[config.mk]
export PLATFORM = sky130hd
export DESIGN_NAME = line_pixel_rasterizer
export DESIGN_NICKNAME = d
export VERILOG_FILES = /design/src/hdl/lpr_pkg.sv /design/src/hdl/lpr_divider.sv /design/src/hdl/line_pixel_rasterizer.sv
export SDC_FILE = /design/constraint.sdc
export NUM_CORES = 1
export LEC_CHECK = 0
export ABC_CLOCK_PERIOD_IN_PS = 4300
export CORE_UTILIZATION = 55
export CTS_CLUSTER_SIZE = 16
export DETAILED_ROUTE_END_ITERATION = 16
export DONT_BUFFER_PORTS = 1
export PLACE_DENSITY = 0.73
export RECOVER_POWER = 25
export SETUP_SLACK_MARGIN = 0.1
export SLEW_MARGIN = 0
export SYNTH_ARGS = -nofsm -noshare
export SYNTH_HDL_FRONTEND = slang
export SYNTH_SLANG_ARGS = --single-unit
export TNS_END_PERCENT = 50
[constraint.sdc]
create_clock -name clk -period 4.3 [get_ports clk]
set_input_delay 0 -clock clk [delete_from_list [all_inputs] [get_ports clk]]
set_output_delay 0 -clock clk [all_outputs]
set_load 0.01 [all_outputs]
[src/hdl/lpr_pkg.sv]
// Shared constants and types of the line pixel rasterizer.
// Used by the divider, the top level and the checker; no dependencies.
package lpr_pkg;

  localparam int COORD_BITS = 8;
  localparam int FRAC_BITS  = 16;
  localparam int COLOR_BITS = 16;
  // signed 2.16 slope, magnitude at most 1.0
  localparam int SLOPE_BITS = FRAC_BITS + 2;
  // accumulator keeps only the bits that reach the minor coordinate
  localparam int ACC_BITS   = COORD_BITS + FRAC_BITS;
  // one quotient bit per divider step
  localparam int QUO_BITS   = COORD_BITS + FRAC_BITS;
  localparam int CNT_BITS   = $clog2(QUO_BITS);

  localparam logic [FRAC_BITS-1:0] HALF_ONE = FRAC_BITS'(16'h8000);

  localparam logic KIND_START   = 1'b0;
  localparam logic KIND_ADVANCE = 1'b1;

  typedef struct packed {
    logic                  kind;
    logic [COORD_BITS-1:0] x_start;
    logic [COORD_BITS-1:0] y_start;
    logic [COORD_BITS-1:0] x_end;
    logic [COORD_BITS-1:0] y_end;
    logic [COLOR_BITS-1:0] pixel_color;
  } in_item_t;

  typedef struct packed {
    logic [COORD_BITS-1:0] pixel_x;
    logic [COORD_BITS-1:0] pixel_y;
    logic [COLOR_BITS-1:0] pixel_value;
    logic                  last;
  } out_item_t;

  typedef struct packed {
    logic                  start;
    logic [COORD_BITS-1:0] num_mag;
    logic [COORD_BITS-1:0] den_mag;
    logic                  negate;
  } div_req_t;

  typedef struct packed {
    logic                         busy;
    logic signed [SLOPE_BITS-1:0] slope;
  } div_rsp_t;

endpackage

[src/hdl/lpr_divider.sv]
// Bit-serial restoring divider for the 2.16 line slope.
// Depends on lpr_pkg.
module lpr_divider
  import lpr_pkg::*;
(
  input  logic     clk,
  input  logic     rst_n,
  input  div_req_t req,
  output div_rsp_t rsp
);

  logic                  busy_r;
  logic                  done_r;
  logic [CNT_BITS-1:0]   cnt_r;
  logic [COORD_BITS-1:0] rem_r;
  logic [COORD_BITS-1:0] rem_nxt;
  logic [QUO_BITS-1:0]   dq_r;
  logic [QUO_BITS-1:0]   dq_nxt;
  logic [COORD_BITS-1:0] den_r;
  logic                  neg_r;

  logic [COORD_BITS:0]   rem_sh;
  logic [COORD_BITS:0]   rem_diff;
  logic                  fits;
  logic [SLOPE_BITS-1:0] mag;

  // one restoring step: shift in the next dividend bit, subtract if it fits
  always_comb begin
    rem_sh   = {rem_r, dq_r[QUO_BITS-1]};
    rem_diff = rem_sh - {1'b0, den_r};
    fits     = (rem_sh >= {1'b0, den_r});
    rem_nxt  = fits ? rem_diff[COORD_BITS-1:0] : rem_sh[COORD_BITS-1:0];
    dq_nxt   = {dq_r[QUO_BITS-2:0], fits};
  end

  always_ff @(posedge clk) begin
    if (!rst_n) begin
      busy_r <= 1'b0;
      done_r <= 1'b0;
    end else begin
      done_r <= 1'b0;
      if (req.start) begin
        busy_r <= 1'b1;
      end else if (busy_r && cnt_r == CNT_BITS'(QUO_BITS - 1)) begin
        busy_r <= 1'b0;
        done_r <= 1'b1;
      end
    end
  end

  always_ff @(posedge clk) begin
    if (req.start) begin
      cnt_r <= '0;
      rem_r <= '0;
      dq_r  <= {req.num_mag, {FRAC_BITS{1'b0}}};
      den_r <= req.den_mag;
      neg_r <= req.negate;
    end else if (busy_r) begin
      cnt_r <= cnt_r + 1'b1;
      rem_r <= rem_nxt;
      dq_r  <= dq_nxt;
    end
  end

  // quotient never exceeds 1.0 since the minor delta is the shorter one
  always_comb begin
    mag = {1'b0, dq_r[SLOPE_BITS-2:0]};
    if (den_r == '0) begin
      rsp.slope = '0;
    end else if (neg_r) begin
      rsp.slope = -mag;
    end else begin
      rsp.slope = mag;
    end
    rsp.busy = busy_r | done_r;
  end

endmodule

[src/hdl/line_pixel_rasterizer.sv]
// Top level of the line pixel rasterizer: stepping datapath and output register.
// Depends on lpr_pkg and lpr_divider.
//
// Line rasteriser after the extremely fast line algorithm, 8.16 fixed point.
// A start transfer (kind = KIND_START) latches both endpoints and the colour,
// picks the longer axis (x on a tie) and emits the first pixel straight away;
// the input then stalls while a restoring divider produces the slope,
// one quotient bit per cycle. A start item therefore holds the input while
// the divider loads its operands, runs its COORD_BITS + 16 divide steps and
// hands over the slope. Each advance transfer (kind = KIND_ADVANCE) steps
// the major coordinate by one and the minor accumulator by the slope, and
// emits that pixel in the next cycle; advances are taken one per cycle
// while the output is not stalled. last marks the line's end pixel, after
// which advances are dropped without a result until the next start. A start
// while a line is active abandons it. Results sit in an output register;
// while a pixel waits there on out_stall the input stalls as well, and it
// frees again in the cycle the pixel is transferred.
module line_pixel_rasterizer
  import lpr_pkg::*;
(
  input  logic      clk,
  input  logic      rst_n,
  input  logic      in_valid,
  output logic      in_stall,
  input  in_item_t  in_data,
  output logic      out_valid,
  input  logic      out_stall,
  output out_item_t out_data
);

  // line state
  logic                         line_active_r, line_active_nxt;
  logic                         major_y_r, major_y_nxt;
  logic                         step_down_r, step_down_nxt;
  logic [COORD_BITS-1:0]        major_pos_r, major_pos_nxt;
  logic [COORD_BITS-1:0]        major_end_r, major_end_nxt;
  logic [ACC_BITS-1:0]          minor_acc_r, minor_acc_nxt;
  logic signed [SLOPE_BITS-1:0] slope_r;
  logic [COLOR_BITS-1:0]        color_r, color_nxt;

  logic      out_valid_r;
  out_item_t out_data_r, out_data_nxt;

  logic accept, start_go, adv_go, emit;

  // start item setup
  logic signed [COORD_BITS:0] dx, dy, maj_len, min_len;
  logic [COORD_BITS:0]        adx, ady;
  logic                       y_major;
  logic [ACC_BITS-1:0]        slope_ext;
  logic [COORD_BITS-1:0]      minor_coord;
  logic                       last_nxt;

  div_req_t div_req;
  div_rsp_t div_rsp;

  lpr_divider u_div (
    .clk   (clk),
    .rst_n (rst_n),
    .req   (div_req),
    .rsp   (div_rsp)
  );

  // stall while dividing, or while the output register is full and held
  assign in_stall  = div_rsp.busy | (out_valid_r & out_stall);
  assign accept    = in_valid & ~in_stall;
  assign start_go  = accept & (in_data.kind == KIND_START);
  assign adv_go    = accept & (in_data.kind == KIND_ADVANCE) & line_active_r;
  assign emit      = start_go | adv_go;

  // axis choice and deltas for a start transfer
  always_comb begin
    dx      = $signed({1'b0, in_data.x_end}) - $signed({1'b0, in_data.x_start});
    dy      = $signed({1'b0, in_data.y_end}) - $signed({1'b0, in_data.y_start});
    adx     = dx[COORD_BITS] ? -dx : dx;
    ady     = dy[COORD_BITS] ? -dy : dy;
    y_major = (ady > adx);
    maj_len = y_major ? dy : dx;
    min_len = y_major ? dx : dy;

    div_req.start   = start_go;
    div_req.num_mag = y_major ? adx[COORD_BITS-1:0] : ady[COORD_BITS-1:0];
    div_req.den_mag = y_major ? ady[COORD_BITS-1:0] : adx[COORD_BITS-1:0];
    div_req.negate  = min_len[COORD_BITS] ^ maj_len[COORD_BITS];
  end

  assign slope_ext = {{(ACC_BITS-SLOPE_BITS){slope_r[SLOPE_BITS-1]}}, slope_r};

  // next line state and the pixel it gives
  always_comb begin
    major_y_nxt   = major_y_r;
    step_down_nxt = step_down_r;
    major_pos_nxt = major_pos_r;
    major_end_nxt = major_end_r;
    minor_acc_nxt = minor_acc_r;
    color_nxt     = color_r;

    if (start_go) begin
      major_y_nxt   = y_major;
      step_down_nxt = maj_len[COORD_BITS] | (maj_len == '0);
      major_pos_nxt = y_major ? in_data.y_start : in_data.x_start;
      major_end_nxt = y_major ? in_data.y_end : in_data.x_end;
      minor_acc_nxt = {(y_major ? in_data.x_start : in_data.y_start), HALF_ONE};
      color_nxt     = in_data.pixel_color;
    end else if (adv_go) begin
      if (step_down_r) begin
        major_pos_nxt = major_pos_r - 1'b1;
        minor_acc_nxt = minor_acc_r - slope_ext;
      end else begin
        major_pos_nxt = major_pos_r + 1'b1;
        minor_acc_nxt = minor_acc_r + slope_ext;
      end
    end

    minor_coord = minor_acc_nxt[ACC_BITS-1:FRAC_BITS];
    last_nxt    = (major_pos_nxt == major_end_nxt);

    out_data_nxt.pixel_x     = major_y_nxt ? minor_coord : major_pos_nxt;
    out_data_nxt.pixel_y     = major_y_nxt ? major_pos_nxt : minor_coord;
    out_data_nxt.pixel_value = color_nxt;
    out_data_nxt.last        = last_nxt;

    line_active_nxt = emit ? ~last_nxt : line_active_r;
  end

  always_ff @(posedge clk) begin
    if (!rst_n) begin
      line_active_r <= 1'b0;
      out_valid_r   <= 1'b0;
    end else begin
      line_active_r <= line_active_nxt;
      if (emit) begin
        out_valid_r <= 1'b1;
      end else if (!out_stall) begin
        out_valid_r <= 1'b0;
      end
    end
  end

  // datapath registers
  always_ff @(posedge clk) begin
    major_y_r   <= major_y_nxt;
    step_down_r <= step_down_nxt;
    major_pos_r <= major_pos_nxt;
    major_end_r <= major_end_nxt;
    minor_acc_r <= minor_acc_nxt;
    color_r     <= color_nxt;
    if (emit) begin
      out_data_r <= out_data_nxt;
    end
    // slope arrives in the last busy cycle of the divider
    if (div_rsp.busy) begin
      slope_r <= div_rsp.slope;
    end
  end

  assign out_valid = out_valid_r;
  assign out_data  = out_data_r;

endmodule

* After elaboration in Yosys (flattened, before gate mapping)
Index checks and enable logic that the tools add are counted.
** Storage, ports and cells
- Output and inout bits :: 35
- Register bits after elaboration :: 159
- Word-level logic and storage cells :: 90
- Bits of input ports :: 53
** Cells by class
- Multiplexer cells :: 29
- $lt $le $gt $ge :: 2
- Reduce and logical (&&, ||, !) cells :: 7
- Bitwise gates (word level) :: 15
- Equal/unequal tests :: 3
- Add/subtract/negate cells :: 11
** Operators with widths (count)
- 24-bit two-way mux :: 5
- 8-bit two-way mux :: 12
- 9-bit two-way mux :: 4
- 24-bit adder :: 1
- 24-bit subtractor :: 1
- 17-bit negation with 18-bit output :: 1
- 9-bit negation :: 2
- 8-bit by 8-bit subtractor with 9-bit output :: 2
- 17-bit two-way mux :: 1
- 16-bit two-way mux :: 1
- 9-bit by 8-bit >= comparator with 1-bit output :: 1
- 9-bit greater-than comparator :: 1
- 9-bit zero test :: 1
- 8-bit by 1-bit adder with 8-bit output (second input constant) :: 1
- 8-bit == test :: 1
- 8-bit zero test :: 1
- 8-bit by 1-bit subtractor with 8-bit output (second input constant) :: 1
- 8-bit subtractor :: 1
- 1-bit two-way mux :: 6
- 5-bit by 1-bit adder with 5-bit output (second input constant) :: 1
- 1-bit AND :: 5
- 5-bit == test (second input constant) :: 1
- 1-bit NOT :: 5
- 1-bit OR :: 4
- 5 further kinds :: 7

* Logic depth before layout (Yosys ltp)
Gate-level depths: netlist of run 1.
- Depth in word-level cells :: 10
- Gate-level depth with buffers :: 26
- Mapped depth without buffers :: 24

* Hierarchy
From an unflattened synthesis of run 1, not the netlist that was laid out.
** Unflattened totals
- Cell total of the unflattened synthesis :: 1089
- Area, all modules :: 9979.6 um2
** Modules (own cells, without submodules)
- line_pixel_rasterizer :: times used 1, cells an instance 807, sequential area each 2742.6 um2, area an instance 7314.5 um2
- lpr_divider :: times used 1, cells an instance 282, sequential area each 1131.1 um2, area an instance 2665.1 um2

* Worst setup path before layout of run 1
Ideal clock, no wire load.
- Kind :: input port to flip-flop
- Start point :: in in_data[16] in the netlist's numbering
- End point :: reg out_data_r (netlist bit out_data[26]), data pin
- Data arrival time :: 4.153 ns
- Setup time :: 0.260 ns
- Required time :: 4.040 ns
- Path buffers :: 3
- Stages :: 25
- Setup slack :: -0.113 ns
- Path through :: inv_1 > ha_1 > inv_1 > fa_1 > a21o_1 > a21oi_1 > o21bai_1 > a21oi_1 > o21bai_1 > a21o_1 > clkbuf_1 > nor2_1 > xor2_1 > inv_1 > ha_1 > and3_1 > o211ai_1 > o211ai_1 > nand2_1 > clkbuf_1 > buf_1 > o21ai_0 > nand2_1 > o221ai_1 > mux2_2
** RTL lines
- start: declaration :: RTL line line_pixel_rasterizer.sv:25 : input in_item_t in_data,
- end signal: assignment :: RTL line line_pixel_rasterizer.sv:149 : out_data_r <= out_data_nxt;
- end: declaration :: RTL line line_pixel_rasterizer.sv:42 : out_item_t out_data_r, out_data_nxt;

==> results of run 1 <==
## worst register-to-register path: cells and delay by family, from the launching register on
family | cells | cell delay (ns)
muxes | 1 | 0.26
xor gates and xnor gates | 2 | 0.41
DFF | 1 | 0.39
and+or+nand+nor | 2 | 0.93
adders and majority gates | 1 | 0.31
AOI/OAI and AO/OA | 9 | 1.71
## worst max-delay path by stage
stage	cells past startpoint	endpoint	start	slack (ns)
after floorplan	25	out_data[29]$_DFFE_PP_	in_data[16]	0.11
after global placement	25	line_active_r$_SDFFE_PN0P_	in_data[16]	-0.05
after detailed placement	23	line_active_r$_SDFFE_PN0P_	in_data[24]	-0.20
after CTS	15	out_data[29]$_DFFE_PP_	slope_r[3]$_SDFFCE_PP0P_	0.11
final	15	out_data[29]$_DFFE_PP_	slope_r[2]$_SDFFCE_PP0P_	0.05
after global routing	15	out_data[29]$_DFFE_PP_	slope_r[2]$_SDFFCE_PP0P_	-0.11
## cell usage after synthesis (7+ instances only)
cell type / n
a21oi_1: 69
nor3_1: 16
o21ai_1: 29
o221ai_1: 13
ha_1: 67
nand2b_1: 7
nor2b_1: 9
a31oi_1: 9
o21a_1: 9
a21o_1: 14
xor2_1: 40
nand2_1: 170
and2_1: 8
nand3_1: 13
o21ai_0: 51
inv_1: 67
o31ai_1: 10
edfxtp_1: 69
nor2_1: 89
clkbuf_1: 26
dfxtp_1: 90
mux2i_1: 18
a22oi_1: 10
o22ai_1: 8
xnor2_1: 51
nand4_1: 8
a211oi_1: 8
## repair_timing
| action | CTS | global route |
|---|---|---|
| buffers inserted | 1 | 8 |
| cloned | 0 | 0 |
| endpoints found under the hold margin | 72 | 0 |
| pin swaps | 3 | 33 |
| resized for setup | 3 | 40 |
| endpoints found under the setup margin | 3 | 25 |
| hold buffers | 54 | 0 |
## routing by layer
metal / global-route usage, % / vias to the layer above / wire length, um
met5: 0 / - / 0
met3: 5.86 / 62 / 1420
met2: 45.0 / 260 / 12000
met1: 34.4 / 3888 / 10500
li1: - / 4065 / -
met4: 11.2 / 0 / 698
## area by class of cell
type,instances,area [sq um],share of cell area [%]
Antenna cell,1,2.50,0.0215
Clock buffer,20,468,4.03
Clock inverter,12,148,1.27
Inverter,72,270,2.33
Multi-Input combinational cell,822,5570,48.0
Sequential cell,159,3870,33.4
Tap cell,225,282,2.42
Timing Repair Buffer,116,995,8.57
## cell families (layout without fill, tap and decap cells)
| logic type | Yosys count | count (layout) | share of synthesized area, % |
|---|---|---|---|
| flip-flops | 159 | 159 | 40.1 |
| AND/OR/NAND/NOR | 359 | 359 | 16.8 |
| multiplexers | 23 | 23 | 2.45 |
| other | 0 | 1 | 0 |
| adder cells (fa/ha/maj) | 72 | 72 | 9.70 |
| buffers and inverters | 108 | 220 | 4.24 |
| XOR/XNOR | 91 | 91 | 8.24 |
| AO/OA/AOI/OAI | 277 | 277 | 18.5 |
## cells in the final DEF, fill, tap and decap left out, types with 9 or more instances in the layout
cell type / n
ha_1: 65
nand2_1: 168
clkbuf_16: 18
nand3_1: 13
xnor2_1: 51
o221ai_1: 11
nor3_1: 10
a21oi_2: 12
nor2b_1: 9
a21oi_1: 59
xor2_1: 40
dlygate4sd3_1: 54
o21ai_1: 29
a21o_1: 13
dfxtp_1: 90
buf_4: 59
inv_1: 67
mux2i_1: 18
a22oi_1: 10
nor2_1: 89
edfxtp_1: 69
o21ai_0: 50
o21a_1: 9
## registers in the layout, indices dropped and copies added, names as in the netlist
signal,cells
minor_acc_r,24
u_div.busy_r,1
major_end_r,8
slope_r,18
out_data,33
step_down_r,1
major_pos_r,8
u_div.den_r,8
color_r,16
u_div.neg_r,1
out_valid,1
u_div.cnt_r,5
line_active_r,1
u_div.dq_r,24
major_y_r,1
u_div.rem_r,8
u_div.done_r,1
## report_power, final
group	internal [uW]	switching, uW
combinational	1560	1920
sequential	2000	243
clock	919	639
total	4480	2810
## through the flow
stage                     util, %  std cells
after global placement       59.3       1331
after floorplan                 -       1089
after global routing         67.4       1427
after detailed placement     59.3       1331
after CTS                    66.1       1418
final                        67.4       1427
==> impl_metrics.csv, run 1 <==
group,metric,value,unit
global_route,grt_remaining_overflow,0,
place,port_buffers,0,
timing,finalSetupTns,0,ns
synth,synth_cells,1089,
worst_setup_path,r2r_start,"slope_r[2]$_SDFFCE_PP0P_",
routing,drc,0,
clock_tree,clock_latency,0.43,ns
die,die-area,0.0181,sq mm
worst_setup_path,cp.buffers_inverters,0,
routing,first_pass_iters,6,
synth,ys_warn_count,0,
hold_path,hp-start,"in_data[32]",
timing,clock.fmax,236,MHz
timing,finalHoldViolCount,0,
global_route,grt_usage,27.1,%
timing,maxSlewHeadroom,-22.1,%
routing,drt-initial-drc-count,594,
synth,synth_top_cell_by_area,"edfxtp_1",
die,row_count,48,
worst_setup_path,startpoint_type,"register",
cells_and_area,area_growth,20.1,%
synth,yosysSeqAreaShare,40.1,%
timing,tightest_slew,1.83,ns
global_route,grt_pass1_wl,38300,um
timing,holdWs,0.0229,ns
die,die_y,135,um
routing,via_count,8275,
timing,finalSetupViolCount,0,
place,post-place-ws,-0.197,ns
synth,synth_cell_types,75,
place,dp_hpwl,17100,um
routing,postRouteAntennaNets,0,
timing,period_minus_slack,4.25,ns
worst_setup_path,slowest_stage,"or4_4",
power_and_ir_drop,worst_ir_drop_vdd,0.333,mV
hold_path,hp-class,"in -> reg",
place,globalplace.congestion,0.951,
cells_and_area,nFillCells,1302,
clock_tree,clockRootBuffer,"clkbuf_16",
die,die_w,135,um
worst_setup_path,crit_chain,"or4_4 -> nor4b_4 -> a21oi_2 -> xnor2_1 -> ha_1 -> a21o_1 -> a21oi_2 -> a31o_1 -> a21oi_2 -> a221o_1 -> a31oi_2 -> xor2_1 -> a21oi_1 -> o21a_1 -> mux2_4",
worst_setup_path,slowest_delay,0.59,ns
synth,ys.flop_type,"dfxtp_1",
global_route,antenna_found_initial,1,
routing,drt-vias-per-instance,5.80,
worst_setup_path,r2r-end,"out_data[29]$_DFFE_PP_",
routing,wire_per_inst,17.2,um
synth,synth_seq_cells,159,
run,maxCapViolations,1,
run_status,violations,"capacitance limit, slew limit",
synth,async_flop_share,0,%
clock_tree,cts_tree,"yes",
worst_setup_path,crit_path_end_kind,"register",
cells_and_area,drive_gt1_share,12.8,%
die,core,0.0172,sq mm
worst_setup_path,r2r_setup_slack,0.05,ns
worst_setup_path,crit_required,4.49,ns
synth,synth_nets,1214,
cells_and_area,fin_area,0.0116,sq mm
run_status,status,"finished, violations left",
place,placed_cell_area,0.0102,sq mm
synth,avgSynthCellArea,8.88,sq um
worst_setup_path,r2r_cells,15,
timing,skew,0.00789,ns
worst_setup_path,critical_path_class,"reg -> reg",
synth,synth_edf_count,69,
worst_setup_path,path_max_fanout,5,
global_route,grt_start_max_net_pins,56,
worst_setup_path,crit_family,"compound AO/OA/AOI/OAI gates",
die,ioPinCount,88,
worst_setup_path,cp_common_cell,"a21oi_2",
timing,rsz0062_at_grt,"true",
power_and_ir_drop,p_leak,0.00490,uW
timing,maxSlewViolCount,51,
clock_tree,cts_num_sinks,159,
synth,synth.top_cell.area_share,21.4,%
die,start_util,56.1,%
synth,yosys-top-cells-area,"edfxtp_1 21%, dfxtp_1 19%, ha_1 8.7%, nand2_1 6.6%, xnor2_1 4.6%",
worst_setup_path,cp_data_arrival_time,4.43,ns
power_and_ir_drop,power.density,628,mW/mm^2
power_and_ir_drop,power,7290,uW
synth,synth_area,0.00967,sq mm
clock_tree,htree_levels,4,
routing,wl,24600,um
clock_tree,cts_buffer_depth,2,
clock_tree,clk_pin_slew,0.06,ns
hold_path,whs_path_depth,3,
timing,setup_ws,0.0546,ns
cells_and_area,nNetsFinal,1313,
hold_path,min_to,"out_data[25]$_DFFE_PP_",
clock_tree,numCtsBuffers,17,
global_route,grt_pass1_vias,7776,
timing,post-route-period-util,98.7,%
No activity file was read; power rests on OpenSTA's default activity.
==> run 2, diff against run 1 <==
==> constraint.sdc (replaced) <==
create_clock -name clk -period 4.3 [get_ports clk]
set_input_delay 0.215 -clock clk [delete_from_list [all_inputs] [get_ports clk]]
set_output_delay 0.215 -clock clk [all_outputs]
set_load 0.01 [all_outputs]
==> run 2 against run 1 <==
  * The run still ends with capacitance limit, slew limit left
  * Clock skew grew 0.0083 ns
  * Via count shrank 0.63%
  * Worst setup slack gained 0.056 ns
  * First-iteration DRC count shrank 9.6%
  * Total power shrank 1.2%
  * Register-to-register slack gained 0.06 ns
  * Die area is the same
  * Critical path depth is the same
  * Clock power shrank 4%
  * Largest power group unchanged
  * Final area grew 0.79%
  * Global-route usage shrank 0.40 points
==> impl_metrics.csv, run 2 (synthesis gave the netlist of run 1 again) <==
group,metric,value,unit
power_and_ir_drop,p_sw,2750,uW
routing,drt-initial-drc-count,537,
routing,wire_per_inst,16.8,um
die,row_count,48,
run_status,violations,"capacitance limit, slew limit",
hold_path,hp-class,"in -> reg",
timing,rsz0062_at_grt,"true",
cells_and_area,final_common_cell,"nand2_1",
clock_tree,cts_num_sinks,159,
timing,setup_ws,0.111,ns
routing,first_pass_iters,6,
die,ioPinCount,88,
routing,via_count,8223,
clock_tree,clockRootBuffer,"clkbuf_16",
cells_and_area,nNetsFinal,1319,
die,die-area,0.0181,sq mm
place,globalplace.congestion,0.937,
clock_tree,cts_tree,"yes",
timing,finalHoldViolCount,0,
die,die_w,135,um
power_and_ir_drop,worst_ir_drop_vdd,0.337,mV
worst_setup_path,path_max_fanout,4,
cells_and_area,area_growth,21.0,%
power_and_ir_drop,intPower,4450,uW
routing,drt-vias-per-instance,5.74,
power_and_ir_drop,power.density,615,mW/mm^2
timing,period_minus_slack,4.19,ns
run_status,status,"finished, violations left",
timing,finalSetupTns,0,ns
routing,postRouteAntennaNets,0,
die,core,0.0172,sq mm
cells_and_area,finish.utilization,67.9,%
clock_tree,htree_levels,4,
clock_tree,clock_latency,0.43,ns
timing,tightest_slew,2.20,ns
global_route,grt_start_max_net_pins,51,
power_and_ir_drop,p_seq_share,31.3,%
timing,maxSlewHeadroom,-46.9,%
timing,post-route-period-util,97.4,%
clock_tree,numCtsBuffers,17,
power_and_ir_drop,combPwrFrac,47.9,%
place,port_buffers,0,
worst_setup_path,r2r-end,"out_data[21]$_DFFE_PP_",
power_and_ir_drop,switching_share,38.2,%
worst_setup_path,critical_path_class,"reg -> reg",
clock_tree,cts_buffer_depth,2,
timing,skew,0.0162,ns
power_and_ir_drop,p_leak,0.00495,uW
global_route,grt_usage,26.7,%
global_route,antenna_found_initial,1,
worst_setup_path,startpoint,"slope_r[3]$_SDFFCE_PP0P_",
routing,wl,24000,um
worst_setup_path,crit_required,4.48,ns
die,die_y,135,um
worst_setup_path,crit_path_end_kind,"register",
cells_and_area,final_cell_mix,"169 x nand2_1, 90 x dfxtp_1, 84 x nor2_1",
worst_setup_path,cp_data_arrival_time,4.37,ns
worst_setup_path,r2r_setup_slack,0.11,ns
die,start_util,56.1,%
worst_setup_path,cp-endpoint,"out_data[21]$_DFFE_PP_",
global_route,grt_remaining_overflow,0,
global_route,grt_pass1_wl,37900,um
worst_setup_path,startpoint_type,"register",
cells_and_area,drive_gt1_share,14.9,%
cells_and_area,largest_reg_flops,33,
timing,maxSlewViolCount,87,
timing,finalSetupViolCount,0,
worst_setup_path,r2r_cells,15,
place,post-place-ws,-0.315,ns
run,maxCapViolations,2,
power_and_ir_drop,clkPwrFrac,20.8,%
clock_tree,clk_pin_slew,0.07,ns
timing,clock.fmax,239,MHz
worst_setup_path,r2r_start,"slope_r[3]$_SDFFCE_PP0P_",
global_route,grt_pass1_vias,7738,
place,dp_hpwl,17500,um
routing,drc,0,
## run 2: cell types whose count changed in the layout (fill, tap and decap cells not counted), sizes merged
cell / delta
buf: +18
dlygate4sd3: -12
inv: +3
bufinv: -2
clkbuf: +2
clkinvlp: -2
clkinv: -1
## run 2: cell type report
cell class	instances	area (sq um)
clock buffers	22	508
inverters	72	273
well taps	225	282
repair buffers	122	1010
clock inverters	10	85.1
flip-flops and latches	159	3870
multi-input cells	822	5670
fillers	1329	5530
diodes	1	2.50
## run 2: how the worst min path moves through the flow
stage,from,to,cells past startpoint
2_1_floorplan,in_data[0],color_r[0]$_DFF_P_,2
4_1_cts,in_data[39],out_data[24]$_DFFE_PP_,2
3_5_place_dp,in_data[5],color_r[5]$_DFF_P_,2
3_3_place_gp,in_data[11],color_r[11]$_DFF_P_,2
5_1_grt,in_data[37],out_data[22]$_DFFE_PP_,2
6_report,in_data[39],out_data[24]$_DFFE_PP_,2
## run 2: metrics by stage
| step | std cells | hold slack (ns) | cell area [sq um] | total power [uW] |
|---|---|---|---|---|
| finish | 1433 | 0.0358 | 11700 | 7200 |
| CTS | 1424 | 0.00140 | 11500 | 7050 |
| detailed placement | 1349 | 0.340 | 10400 | 5460 |
| global placement | 1349 | 0.333 | 10400 | 5390 |
| global route | 1433 | 0.0315 | 11700 | 7670 |
| floorplan | 1089 | 0.330 | 9790 | 4610 |
## run 2: power by group through the flow
| stage | combinational (uW) | sequential (uW) | clock (uW) |
|---|---|---|---|
| after floorplan | 2420 | 2190 | 0 |
| after global placement | 3130 | 2260 | 0 |
| after detailed placement | 3190 | 2270 | 0 |
| after CTS | 3300 | 2240 | 1510 |
| after global routing | 3800 | 2280 | 1580 |
| final | 3450 | 2250 | 1500 |
## run 2: what timing repair did
action	4_1_cts	5_1_grt
endpoints found under the hold margin	51	1
hold buffers	41	1
endpoints found under the setup margin	3	24
gates resized for setup	5	36
pin swaps	4	30
buffers inserted	2	7
## run 2: routing by layer
metal	GRT usage (%)	part of all wire [%]	vias up
li1	-	-	4081
met4	10.4	2.3	0
met3	5.56	5.9	46
met5	0	0	-
met1	33.6	43	3859
met2	45.0	49	237
## run 2: critical path, stage by stage (launching register included)
cell and delay (ns):
edfxtp_1 0.41, or4_4 0.60, nor4b_4 0.33, a21oi_1 0.12, xnor2_1 0.26, ha_1 0.33, a21o_1 0.20, a21oi_2 0.17
and2_1 0.17, a21oi_1 0.08, a221o_1 0.35, a31oi_1 0.19, xor2_1 0.16, a21oi_1 0.08, o21a_1 0.23, mux2_4 0.27
==> run 3, diff against run 2 <==
--- a/config.mk
+++ b/config.mk
@@ -5,6 +5,7 @@
 export SDC_FILE = /design/constraint.sdc
 export NUM_CORES = 1
 export LEC_CHECK = 0
+export ABC_AREA = 1
 export ABC_CLOCK_PERIOD_IN_PS = 4300
 export CORE_UTILIZATION = 55
 export CTS_CLUSTER_SIZE = 16
==> run 3 against run 2 <==
  * The flow now finishes without violations
  * Worst setup slack improved by 0.19 ns
  * Maximum frequency increased by 4.8%
  * Non-clock buffer count decreased by 68
  * First-iteration DRC count increased by 24%
  * Sequential power about the same
  * Via count increased by 18%
  * Flip-flop and latch count unchanged
  * Clock skew decreased by 0.0048 ns
  * Total power decreased by 1.0%
  * Largest power group unchanged
==> impl_metrics.csv, run 3 <==
group,metric,value,unit
worst_setup_path,cp_data_arrival_time,4.18,ns
timing,finalHoldViolCount,0,
cells_and_area,nNetsFinal,1617,
synth,synth_top_cell_by_area,"edfxtp_1",
global_route,grt_usage,27.9,%
synth,avgSynthCellArea,7.27,sq um
die,ioPinCount,88,
worst_setup_path,crit_path_end_kind,"register",
synth,async_flop_share,0,%
clock_tree,clock_latency,0.44,ns
clock_tree,clockRootBuffer,"clkbuf_16",
clock_tree,cts_num_sinks,159,
hold_path,hp-class,"in -> reg",
global_route,grt_start_max_net_pins,45,
hold_path,hp-start,"in_data[30]",
worst_setup_path,r2r_setup_slack,0.30,ns
routing,drc,0,
hold_path,whs_path_depth,2,
timing,post-route-period-util,93.0,%
synth,yosysSeqAreaShare,36.6,%
synth,synth.top_cell.area_share,19.6,%
cells_and_area,area_growth,12.8,%
timing,finalSetupTns,0,ns
die,die_w,141,um
cells_and_area,fin_area,0.0119,sq mm
synth,synth_nets,1580,
worst_setup_path,r2r_start,"slope_r[0]$_SDFFCE_PP0P_",
worst_setup_path,r2r_cells,22,
synth,synthMostInstantiatedCell,"nand2_1",
routing,postRouteAntennaNets,0,
worst_setup_path,path_max_fanout,5,
synth,synth_seq_cells,159,
run,maxCapViolations,0,
power_and_ir_drop,worst_ir_drop_vdd,0.354,mV
global_route,grt_pass1_vias,9127,
routing,first_pass_iters,5,
die,core,0.0188,sq mm
cells_and_area,final_cells,1740,
clock_tree,cts_buffer_depth,2,
routing,via_count,9677,
place,placed_cell_area,0.0108,sq mm
power_and_ir_drop,power.density,597,mW/mm^2
timing,finalSetupViolCount,0,
die,die-area,0.0198,sq mm
clock_tree,htree_levels,4,
place,globalplace.congestion,0.981,
synth,synth_cells,1455,
synth,yosys-top-cells-area,"edfxtp_1 20%, dfxtp_1 17%, nand2_1 14%, ha_1 7.9%, inv_1 7.5%",
timing,maxSlewHeadroom,1.39,%
synth,synth_cell_types,52,
die,start_util,56.4,%
run_status,status,"complete, no violations",
hold_path,min_to,"major_end_r[6]$_DFF_P_",
timing,maxSlewViolCount,0,
global_route,grt_pass1_wl,43900,um
clock_tree,numCtsBuffers,17,
timing,rsz0062_at_grt,"true",
cells_and_area,largest_reg_flops,33,
timing,period_minus_slack,4.00,ns
synth,synth_area,0.0106,sq mm
cells_and_area,final_cell_mix,"392 x nand2_1, 211 x inv_1, 105 x nand3_1",
synth,synth.cells.most_frequent,"395 x nand2_1, 212 x inv_1, 110 x nand3_1",
worst_setup_path,crit_required,4.49,ns
die,row_count,50,
die,die_y,141,um
routing,drt-initial-drc-count,668,
clock_tree,clk_pin_slew,0.07,ns
synth,ys_warn_count,0,
synth,synth_edf_count,69,
cells_and_area,final_common_cell,"nand2_1",
routing,wire_per_inst,15.6,um
power_and_ir_drop,p_leak,0.00585,uW
place,dp.cells,1670,
timing,tightest_slew,1.48,ns
place,dp_hpwl,20300,um
cells_and_area,drive_gt1_share,7.64,%
worst_setup_path,startpoint_type,"register",
worst_setup_path,critical_path_class,"reg -> reg",
global_route,grt_remaining_overflow,0,
timing,skew,0.0114,ns
routing,wl,27200,um
worst_setup_path,r2r-end,"out_data[30]$_DFFE_PP_",
synth,ys.flop_type,"dfxtp_1",
place,port_buffers,0,
timing,clock.fmax,250,MHz
global_route,antenna_found_initial,1,
clock_tree,cts_tree,"yes",
routing,drt-vias-per-instance,5.56,
power_and_ir_drop,power,7130,uW
==> run 3: changes by cell type after synthesis, moves of 10 or more <==
cell      before  now
o21ai_0       51   75
clkbuf_1      26   16
nand2_1      170  395
inv_1         67  212
xnor2_1       51   18
a21oi_1       69   80
nand3_1       13  110
mux2i_1       18    0
nand4_1        8   26
o21ai_1       29    6
==> run 3: worst max-delay path, cell delays in order (launching register included) <==
cell	delay [ns]
edfxtp_1	0.40
inv_1	0.09
ha_2	0.19
nand3_1	0.11
nor3_2	0.22
inv_1	0.09
nor2_2	0.10
nand3_2	0.11
o41ai_4	0.37
buf_4	0.18
xor2_1	0.25
ha_4	0.27
a21oi_2	0.17
nor2_1	0.06
nor2_2	0.11
nor2_1	0.05
nor3_1	0.13
nand3_1	0.11
xor2_1	0.15
o21ai_1	0.26
nand3_2	0.15
nand2_1	0.09
nand2_1	0.07
==> run 3: cell families after synthesis <==
family	Yosys count	share of synthesized area, %
and+or+nand+nor	685	28.2
buffers and inverters	259	9.61
AOI/OAI and AO/OA	226	12.3
DFF	159	36.6
adders and majority gates	72	8.87
xor gates and xnor gates	54	4.47
==> run 3: stage by stage <==
| step | setup slack [ns] | hold WS, ns | util, % |
|---|---|---|---|
| after global routing | 0.00253 | 0.0214 | 63.6 |
| after detailed placement | 0.0780 | 0.350 | 57.7 |
| after CTS | 0.182 | 0.00130 | 62.5 |
| after floorplan | 0.657 | 0.313 | - |
| final | 0.303 | 0.0146 | 63.6 |
| after global placement | 0.190 | 0.346 | 57.7 |
==> run 3: area by class of cell <==
class / instances / area [sq um]
Inverter: 223 / 837
Fill cell: 1704 / 6830
Clock buffer: 17 / 425
Clock inverter: 15 / 179
Tap cell: 234 / 293
Sequential cell: 159 / 3870
Multi-Input combinational cell: 1037 / 5850
Antenna cell: 1 / 2.50
Timing Repair Buffer: 54 / 478
==> run 3: worst max path at each step <==
| stage | end | cells after the start | from |
|---|---|---|---|
| after CTS | out_data[21]$_DFFE_PP_ | 20 | slope_r[0]$_SDFFCE_PP0P_ |
| final | out_data[30]$_DFFE_PP_ | 22 | slope_r[0]$_SDFFCE_PP0P_ |
| after global routing | out_data[30]$_DFFE_PP_ | 21 | slope_r[1]$_SDFFCE_PP0P_ |
| after floorplan | u_div.den_r[1]$_DFFE_PP_ | 22 | in_data[24] |
| after detailed placement | out_data[21]$_DFFE_PP_ | 20 | slope_r[0]$_SDFFCE_PP0P_ |
| after global placement | out_data[29]$_DFFE_PP_ | 20 | slope_r[0]$_SDFFCE_PP0P_ |
==> run 3: power breakdown <==
part	leakage, uW	total, uW	internal [uW]	switching, uW
registers	0.00140	2250	2020	231
clock network	0.000297	1560	875	680
logic	0.00415	3330	1220	2110
total	0.00585	7130	4110	3020
==> run 3: what timing repair did <==
action	in CTS	in global routing
buffers inserted	0	5
endpoints found under the hold margin	44	3
pin swaps	0	11
gates resized for setup	1	39
endpoints found under the setup margin	5	20
hold buffers	29	3
==> run 3: layer usage <==
layer  routed length [um]  GRT usage, %  part of all wire, %  vias to the layer above
met1                11700          35.0                   43                     4408
li1                     -             -                    -                     4874
met5                    0             0                    0                        -
met4                  711          10.4                  2.6                        0
met2                12900          47.7                   47                      328
met3                 1920          5.20                  7.1                       67
